File: config.mk
export PLATFORM = sky130hd
export DESIGN_NAME = ksrs_cell
export DESIGN_NICKNAME = d
export VERILOG_FILES = /design/src/sv/ksrs_pkg.sv /design/src/sv/ksrs_cell.sv
export SDC_FILE = /design/constraint.sdc
export NUM_CORES = 1
export LEC_CHECK = 0
export BUFFER_PORTS_ARGS = -buffer_cell sky130_fd_sc_hd__buf_2
export CAP_MARGIN = 0
export CORE_AREA = 2 2 76 78
export CTS_BUF_LIST = sky130_fd_sc_hd__clkbuf_8
export CTS_CLUSTER_DIAMETER = 60
export CTS_CLUSTER_SIZE = 10
export DETAILED_ROUTE_END_ITERATION = 10
export DIE_AREA = 0 0 78 80
export PLACE_DENSITY = 0.92
export SYNTH_ARGS = -nofsm -noshare
export SYNTH_HDL_FRONTEND = slang
export SYNTH_SLANG_ARGS = --single-unit
File: constraint.sdc
create_clock -name i_clk -period 15.82 [get_ports i_clk]
set_input_delay 4.746 -clock i_clk [delete_from_list [all_inputs] [get_ports i_clk]]
set_output_delay 4.746 -clock i_clk [all_outputs]
set_load 0.02 [all_outputs]
File: src/sv/ksrs_pkg.sv
`default_nettype none

package ksrs_pkg;

    localparam int STACK_DEPTH = 16;
    localparam int IDX_W       = $clog2(STACK_DEPTH);
    localparam int CNT_W       = $clog2(STACK_DEPTH + 1);
    localparam int OP_W        = 3;
    localparam int KEY_W       = 8;
    localparam int PAYLOAD_W   = 32;
    localparam int STATUS_W    = 2;
    localparam int FILL_W      = 5;

    typedef enum logic [OP_W-1:0] {
        OP_PUSH    = 3'd0,
        OP_POP     = 3'd1,
        OP_PEEK    = 3'd2,
        OP_REVERSE = 3'd3,
        OP_SORT    = 3'd4
    } t_opcode;

    typedef enum logic [STATUS_W-1:0] {
        STAT_OK    = 2'd0,
        STAT_EMPTY = 2'd1,
        STAT_FULL  = 2'd2
    } t_status;

    typedef enum logic {
        S_IDLE,
        S_SORT
    } t_state;

    typedef enum logic [2:0] {
        CELL_HOLD,
        CELL_SHIFT_DOWN,
        CELL_SHIFT_UP,
        CELL_LOAD_TAG,
        CELL_SWAP
    } t_cell_op;

    typedef struct packed {
        t_cell_op op;
        logic     from_below;
        logic     from_above;
    } t_cell_ctl;

    typedef struct packed {
        logic [KEY_W-1:0]     key;
        logic [PAYLOAD_W-1:0] payload;
        logic [IDX_W-1:0]     tag;
    } t_cell_data;

endpackage

`default_nettype wire

File: src/sv/ksrs_cell.sv
`default_nettype none

module ksrs_cell import ksrs_pkg::*; (
    input  wire logic             i_clk,
    input  wire t_cell_ctl        i_ctl,
    input  wire logic [IDX_W-1:0] i_rank,
    input  wire t_cell_data       i_above,
    input  wire t_cell_data       i_below,
    output t_cell_data            o_data
);

    t_cell_data r_data;
    t_cell_data n_data;

    always_comb begin
        n_data = r_data;
        case (i_ctl.op)
            CELL_HOLD: begin
                n_data = r_data;
            end
            CELL_SHIFT_DOWN: begin
                n_data = i_above;
            end
            CELL_SHIFT_UP: begin
                n_data = i_below;
            end
            CELL_LOAD_TAG: begin
                n_data.tag = i_rank;
            end
            CELL_SWAP: begin
                if (i_ctl.from_below) begin
                    n_data = i_below;
                end else if (i_ctl.from_above) begin
                    n_data = i_above;
                end
            end
            default: begin
                n_data = r_data;
            end
        endcase
    end

    always_ff @(posedge i_clk) begin
        r_data <= n_data;
    end

    assign o_data = r_data;

endmodule

`default_nettype wire

==> out/results.tsv, run 1 <==
metric	value	unit
DR vias/cell	6.167	
Final #Nets	487	
slowest CP cell	or2_2	
CTS buffer count	5	
Initial DRC Count	261	
mapped cell area	2663	sq um
largest net degree at the start of global routing	65	
Peak VDD IR	54.80	uV
Synth area leaders	edfxtp_1, a211oi_1, o22ai_1, a21oi_1, nor3_1	
IO buf count	141	
fin crit period	6804	ps
largest stage delay on the critical path	730	ps
final slew viol count	0	
number of flip-flops in the largest register	44	
YS warnings	0	
antenna violations before repair	0	
Setup-failing EPs final	0	
first-pass GRT wire length	11.77	mm
Max-cap violations	0	
cts repair resizes	0	
Critical Path Fanout Max	64	
Die X-Extent	78	um
Post-synth EDFFs	44	
WP data required	15910	ps
clk slew on worst S/H paths	80	ps
chip height	80	um
Inserted Diodes	0	
clock network fraction of design power	21.6	%
post-route ant nets	0	
power per cell area	89.30	nW/um^2
Worst Max-Slew Pin Slew	1243	ps
Post-synth ARST share	0	%
detailed placement HPWL	5.200	mm
status	finished clean	
Initial Util	49.26	%
Syn-to-layout area delta	28.57	%
Max Root-Sink Buffers	2	
wire per inst	16.32	um
cells after synthesis	272	
CP cell instances	buf_2 > buf_4 > or2_2 > a21oi_1 > a211oi_1	
worst path bufs/invs	2	
Psw	96.47	uW
slew margin rel.	17.08	%
Pre-antenna DRT Iters	5	
Rows	27	
# fillers	450	
post-synth cell types	26	
cts hold-fix bufs	0	
Mean Syn Cell Area	9.789	sq um
RSZ-0062 raised after global routing	false	
final hold violations	0	
DRT Wirelength	7.525	mm
vias in the first global route	2638	
Crit. Startpoint	i_ctl[4]	
Final TNS setup	0	ps
worst hold path class	in2reg	
Post-Syn Nets	370	
Core ar.	5405	sq um
sequential element share of the synthesized area	49.62	%
crit path launch type	input pin	
H-tree levels	2	
via count	2843	
leak pwr	0.001374	uW
share of layout cells above drive strength 1	39.59	%
clk root buf	clkbuf_8	
combinational share of power	28.8	%
Tot GR Track Use	23.40	%
delay-heaviest family, CP	buffers and inverters	
CTS tree	done	
Final Cycle Share	43.01	%
die area	6240	sq um
post-synth top area cell	edfxtp_1	
Post CTS Setup Buffer Count	0	
Hold Crit Start	i_above[0]	
CP endpoint kind	register	
global placement routability congestion	0.7500	
Net Sw Frac	31.56	%
total congestion overflow	0	
Primary FF master, synth	edfxtp_1	
top-area cell type share of the netlist area	49.62	%
Reg power frac	49.6	%
Ports	142	
Yosys reg bits	44	
Hold Slack	4732	ps
Worst Path Arrival	6890	ps
CTS Sinks	44	
Fmax	147.0	MHz
drc violations	0	
crit path kind	in2reg	
internal power	209.2	uW
[path summary, 6_finish.rpt]
path          to  cells after the start
max   o_data[10]                      5
min    o_data[0]                      2
[power groups by stage]
stage	Clock [uW]	Sequential, uW	Combinational [uW]
after floorplan	0	175	32.7
after global placement	0	154	85.0
after detailed placement	0	154	87.6
after CTS	66.3	152	87.6
after global routing	71.0	153	95.0
final	66.1	152	87.9
[layer usage]
metal  GRT usage, %  wire [um]
met1          28.47       2789
met4          7.895        167
met2          41.03       3867
met5              0          0
met3          5.317        700
[through the flow]
| step | instance area, sq um | power [uW] | cells | worst slack [ps] | utilization [%] |
|---|---|---|---|---|---|
| 5_1_grt | 3423 | 318.8 | 461 | 8842 | 63.33 |
| 4_1_cts | 3423 | 305.7 | 461 | 9101 | 63.33 |
| 2_1_floorplan | 2663 | 207.6 | 272 | 7166 | - |
| 6_report | 3423 | 305.7 | 461 | 9016 | 63.33 |
| 3_5_place_dp | 3346 | 241.8 | 454 | 8792 | 61.90 |
| 3_3_place_gp | 3346 | 238.8 | 454 | 8911 | 61.90 |
[cells by family after synthesis]
logic type | after synthesis | synth area share (%)
flip-flops | 44 | 49.62
buffers and inverters | 39 | 6.485
AO/OA/AOI/OAI | 133 | 31.81
XOR/XNOR | 1 | 0.3290
multiplexers | 5 | 1.880
AND/OR/NAND/NOR | 50 | 9.869
[cells in the final DEF (no fill, tap or decap)]
| cell type | synthesis | layout |
|---|---|---|
| a2111oi_0 | 1 | 1 |
| a211o_1 | 1 | 1 |
| a211oi_1 | 39 | 39 |
| a21o_1 | 3 | 3 |
| a21oi_1 | 40 | 40 |
| buf_2 | 15 | 141 |
| buf_4 | 0 | 3 |
| clkbuf_8 | 0 | 5 |
| clkinv_2 | 0 | 1 |
| edfxtp_1 | 44 | 44 |
| inv_1 | 5 | 6 |
| mux2i_1 | 5 | 5 |
| nand2b_1 | 3 | 3 |
| nand3b_1 | 1 | 1 |
| nor2_1 | 2 | 2 |
| nor2b_1 | 2 | 1 |
| nor2b_4 | 0 | 1 |
| nor3_1 | 39 | 39 |
| o211ai_1 | 1 | 1 |
| o21a_1 | 1 | 1 |
| o21ai_0 | 4 | 3 |
| o21ai_4 | 0 | 1 |
| o221ai_1 | 1 | 1 |
| o22ai_1 | 39 | 39 |
| o32ai_1 | 3 | 3 |
| or2_2 | 2 | 2 |
| or3b_1 | 1 | 1 |
| xnor2_1 | 1 | 1 |
[Yosys cell counts (all sizes together), types with 2 or more instances]
cell type,count
nand2b,3
a21o,3
a211oi,39
nor3,39
mux2i,5
o32ai,3
nor2,2
clkbuf,17
o22ai,39
inv,5
nor2b,2
a21oi,40
buf,17
o21ai,4
edfxtp,44
or2,2
[cell type report]
class / count / area (sq um) / area share, %
Sequential cell: 44 / 1321 / 38.60
Inverter: 5 / 18.77 / 0.5482
Clock buffer: 5 / 68.82 / 2.010
Clock inverter: 2 / 8.758 / 0.2558
Tap cell: 72 / 90.09 / 2.632
Timing Repair Buffer: 144 / 728.2 / 21.27
Multi-Input combinational cell: 189 / 1187 / 34.69
Note: power is estimated with default switching activity, not from simulation.
==> run 2: changes to the inputs <==
--- a/config.mk
+++ b/config.mk
@@ -7,13 +7,13 @@
 export LEC_CHECK = 0
 export BUFFER_PORTS_ARGS = -buffer_cell sky130_fd_sc_hd__buf_2
 export CAP_MARGIN = 0
-export CORE_AREA = 2 2 76 78
+export CORE_AREA = 2 2 79 81
 export CTS_BUF_LIST = sky130_fd_sc_hd__clkbuf_8
 export CTS_CLUSTER_DIAMETER = 60
 export CTS_CLUSTER_SIZE = 10
 export DETAILED_ROUTE_END_ITERATION = 10
-export DIE_AREA = 0 0 78 80
-export PLACE_DENSITY = 0.92
+export DIE_AREA = 0 0 81 83
+export PLACE_DENSITY = 0.86
 export SYNTH_ARGS = -nofsm -noshare
 export SYNTH_HDL_FRONTEND = slang
 export SYNTH_SLANG_ARGS = --single-unit
==> constraint.sdc (replaced) <==
create_clock -name i_clk -period 7 [get_ports i_clk]
set_input_delay 2.1 -clock i_clk [delete_from_list [all_inputs] [get_ports i_clk]]
set_output_delay 2.1 -clock i_clk [all_outputs]
set_load 0.02 [all_outputs]
==> out/results.tsv, run 2 (same netlist as run 1, synthesis figures left out) <==
metric	value	unit
Initial Util	45.78	%
vias in the first global route	2632	
# fillers	535	
H-tree levels	2	
status	finished clean	
power per cell area	201.4	nW/um^2
area post-placement	3357	sq um
largest stage delay on the critical path	760	ps
DRT Wirelength	7.594	mm
Max Root-Sink Buffers	2	
clk root buf	clkbuf_8	
chip height	83	um
Pre-antenna DRT Iters	5	
Max-cap violations	0	
Worst Max-Slew Pin Slew	1260	ps
clk slew on worst S/H paths	80	ps
cts hold-fix bufs	0	
worst hold path class	in2reg	
Syn-to-layout area delta	29.23	%
Tot GR Track Use	21.98	%
CTS tree	done	
final hold violations	0	
cts repair resizes	0	
Critical Path Fanout Max	40	
most frequent cells in the layout	buf_2, edfxtp_1, a21oi_1	
slowest CP cell	or2_2	
final worst slack	3233	ps
share of layout cells above drive strength 1	39.64	%
Final Cycle Share	53.81	%
final slew viol count	0	
Final #Nets	488	
wire per inst	16.30	um
leak pwr	0.001377	uW
Setup Slack @ Placement	2956	ps
Rows	28	
Post CTS Setup Buffer Count	0	
post-route cell area	3441	sq um
crit path kind	in2reg	
via count	2769	
sequential cell area	1321	sq um
Inserted Diodes	0	
Ports	142	
slew margin rel.	15.90	%
IO buf count	141	
Final TNS setup	0	ps
die area	6723	sq um
RSZ-0062 raised after global routing	false	
Worst Path Arrival	3870	ps
DR vias/cell	5.942	
CP cell instances	buf_2 > or2_2 > a21oi_1 > a211oi_1	
Peak VDD IR	113.8	uV
global placement routability congestion	0.7484	
total congestion overflow	0	
Initial DRC Count	247	
fin cells	466	
dpl cells	458	
CTS Sinks	44	
Core ar.	5816	sq um
Die X-Extent	81	um
first-pass GRT wire length	11.94	mm
fin crit period	3767	ps
CP endpoint kind	register	
drc violations	0	
most common cell after layout, fill and taps aside	buf_2	
Fmax	265.5	MHz
Setup-failing EPs final	0	
post-route ant nets	0	
number of flip-flops in the largest register	44	
crit path launch type	input pin	
largest net degree at the start of global routing	51	
area of the multi-input gates	1187	sq um
detailed placement HPWL	5.268	mm
WP data required	7100	ps
antenna violations before repair	0	
CTS buffer count	5	
-- run 2: cell types whose count changed in the layout (fill, tap and decap cells not counted), sizes merged --
cell,delta
clkinvlp,+1
buf,+1
-- run 2: power by group --
group	switching [uW]	internal (uW)	leakage (uW)
sequential	9.42	333	0.000419
clock	82.4	67.8	0.0000430
combinational	127	73.5	0.000914
total	219	474	0.00138
-- run 2: metrics by stage --
| stage | hold WS [ps] | power [uW] | utilization (%) |
|---|---|---|---|
| final | 2082 | 692.9 | 59.17 |
| after global routing | 2081 | 727.8 | 59.17 |
| after CTS | 2072 | 696.4 | 59.17 |
| after detailed placement | 2383 | 548.4 | 57.72 |
| after global placement | 2370 | 541.5 | 57.72 |
| after floorplan | 2286 | 469.2 | - |
-- run 2: final timing paths --
| check | from | end | cells past startpoint |
|---|---|---|---|
| max | i_ctl[4] | o_data[35] | 4 |
| min | i_above[1] | o_data[1] | 2 |
-- run 2: area by class of cell --
type / instances / share of cell area, %
clock inverters: 3 / 0.4364
repair buffers: 145 / 21.38
multi-input cells: 189 / 34.51
clock buffers: 5 / 2.000
inverters: 5 / 0.5455
flip-flops and latches: 44 / 38.40
well taps: 75 / 2.727
-- run 2: routing by layer --
| layer | wire, um | vias up | track usage [%] | part of all wire, % |
|---|---|---|---|---|
| met5 | 0 | - | 0 | 0 |
| met4 | 91 | 0 | 7.088 | 1.2 |
| met3 | 597 | 9 | 4.457 | 7.9 |
| met2 | 3762 | 128 | 35.84 | 50 |
| met1 | 3142 | 1299 | 29.03 | 41 |
| li1 | - | 1333 | - | - |
-- run 2: worst max-delay path: cells and delay by family --
| family | cells | cell delay [ps] |
|---|---|---|
| simple gates | 1 | 760 |
| buf+inv | 1 | 550 |
| compound gates | 2 | 440 |
==> run 3: changes to the inputs <==
--- a/config.mk
+++ b/config.mk
@@ -5,15 +5,16 @@
 export SDC_FILE = /design/constraint.sdc
 export NUM_CORES = 1
 export LEC_CHECK = 0
+export ABC_AREA = 1
 export BUFFER_PORTS_ARGS = -buffer_cell sky130_fd_sc_hd__buf_2
 export CAP_MARGIN = 0
-export CORE_AREA = 2 2 79 81
+export CORE_AREA = 2 2 88 90
 export CTS_BUF_LIST = sky130_fd_sc_hd__clkbuf_8
 export CTS_CLUSTER_DIAMETER = 60
 export CTS_CLUSTER_SIZE = 10
 export DETAILED_ROUTE_END_ITERATION = 10
-export DIE_AREA = 0 0 81 83
-export PLACE_DENSITY = 0.86
+export DIE_AREA = 0 0 90 92
+export PLACE_DENSITY = 0.82
 export SYNTH_ARGS = -nofsm -noshare
 export SYNTH_HDL_FRONTEND = slang
 export SYNTH_SLANG_ARGS = --single-unit
==> constraint.sdc (replaced) <==
create_clock -name i_clk -period 3.1 [get_ports i_clk]
set_input_delay 0.93 -clock i_clk [delete_from_list [all_inputs] [get_ports i_clk]]
set_output_delay 0.93 -clock i_clk [all_outputs]
set_load 0.02 [all_outputs]
==> out/results.tsv, run 3 <==
metric	value	unit
largest family of logic cells by synthesized area	compound AO/OA/AOI/OAI gates	
Post-synth ARST share	0	%
CTS Sinks	44	
Tot GR Track Use	19.25	%
fin crit period	2066	ps
Primary FF master, synth	edfxtp_1	
Synth area leaders	edfxtp_1, o211ai_2, nand2_1, nand3_1, o21ai_0	
CTS tree	done	
Initial Util	42.07	%
slew margin rel.	67.08	%
first-pass GRT wire length	12.92	mm
cells after synthesis	369	
detailed placement HPWL	5.680	mm
final hold violations	0	
Max-cap violations	0	
Ports	142	
number of flip-flops in the largest register	44	
Mean Syn Cell Area	8.491	sq um
Final Cycle Share	66.64	%
mapped cell area	3133	sq um
count leader, synth	nand2_1	
CP cell instances	buf_2 > inv_1 > nor2_4 > nand2_4 > nand2_1 > o21ai_1 > inv_2 > buf_4	
simple-gate share of the synthesized area	22.92	%
top cells by count, synth	nand2_1, inv_1, edfxtp_1, nand3_1	
cts repair resizes	0	
drc violations	0	
Peak VDD IR	192.2	uV
Final #Nets	595	
Adder-Cell Fraction of Synth Area	0	%
# fillers	709	
largest net degree at the start of global routing	83	
vias in the first global route	2899	
Worst Max-Slew Pin Slew	493.8	ps
Max Root-Sink Buffers	2	
Critical Path Fanout Max	15	
share of layout cells above drive strength 1	40.56	%
Core ar.	7447	sq um
Rows	32	
Fmax	484.1	MHz
clk slew on worst S/H paths	80	ps
power per cell area	399.0	nW/um^2
Finished Core Util	52.99	%
worst path bufs/invs	4	
crit path launch type	input pin	
largest stage delay on the critical path	270	ps
delay-heaviest family, CP	buffers and inverters	
Yosys reg bits	44	
CP endpoint kind	register	
crit path kind	in2reg	
leak pwr	0.001950	uW
Die X-Extent	90	um
sequential element share of the synthesized area	42.17	%
Post-synth EDFFs	44	
post-route cell area	3946	sq um
YS warnings	0	
Setup-failing EPs final	0	
Syn-to-layout area delta	25.96	%
area post-placement	3866	sq um
clk root buf	clkbuf_8	
Pre-antenna DRT Iters	5	
WP data required	3100	ps
global placement routability congestion	0.7629	
Post-Syn Nets	467	
CTS buffer count	5	
Final TNS setup	0	ps
Post-Synth XOR/XNOR Area	0	%
mux cell area share after synthesis	0	%
slowest CP cell	inv_2	
IO buf count	141	
chip height	92	um
final slew viol count	0	
complex-gate fraction of the synthesized area	23.16	%
Worst Path Arrival	2070	ps
post-route ant nets	0	
Initial DRC Count	105	
via count	3035	
wire per inst	13.30	um
Post CTS Setup Buffer Count	0	
H-tree levels	2	
most frequent cells in the layout	buf_2, nand2_1, inv_1	
worst hold path class	in2reg	
antenna violations before repair	0	
Inserted Diodes	0	
most common cell after layout, fill and taps aside	buf_2	
DR vias/cell	5.058	
DRT Wirelength	7.978	mm
die area	8280	sq um
RSZ-0062 raised after global routing	false	
fin cells	600	
status	finished clean	
post-synth top area cell	edfxtp_1	
cts hold-fix bufs	0	
top-area cell type share of the netlist area	42.17	%
post-synth cell types	19	
total congestion overflow	0	
dpl cells	592	
-- run 3: cell type report --
cell class              count  area (sq um)  area share (%)
clock buffers               5         68.82           1.744
clock inverters             3         11.26          0.2854
inverters                  48         180.2           4.566
multi-input cells         251          1449           36.72
flip-flops and latches     44          1321           33.48
well taps                 102         127.6           3.234
repair buffers            147         788.3           19.97
-- run 3: worst paths after layout --
kind                  slack [ps]   endpoint  cells after the start        from
worst max-delay path        1030  o_data[6]                      8    i_ctl[3]
worst min-delay path         940  o_data[0]                      3  i_above[0]
-- run 3: layer usage --
layer	vias to the layer above	GRT usage, %	wire length, um
li1	1511	-	-
met1	1394	22.53	3264
met2	116	34.77	4089
met3	14	3.533	431
met4	0	7.821	192
met5	-	0	0
-- run 3: report_power, final --
group | internal [uW] | switching, uW | leakage (uW)
clock network | 151 | 186 | 0.0000482
registers | 747 | 19.6 | 0.000414
logic | 175 | 296 | 0.00149
-- run 3: kinds of logic (layout without fill, tap and decap cells) --
logic type      count (synthesis)  in the layout
simple gates                  166            166
flops                          44             44
compound gates                 85             85
buf+inv                        74            203
-- run 3: tightest hold or removal path, cell delays in order --
cell     delay, ps
buf_2           90
nand2_1         50
nand2_1         50
-- run 3: metrics by stage --
step	hold slack (ps)	power, uW	worst slack (ps)
after floorplan	1115	1077	402.4
after global placement	1221	1239	761.4
after detailed placement	1230	1253	717.4
after CTS	925.6	1591	1016
after global routing	937.4	1654	940.0
final	938.9	1575	1034
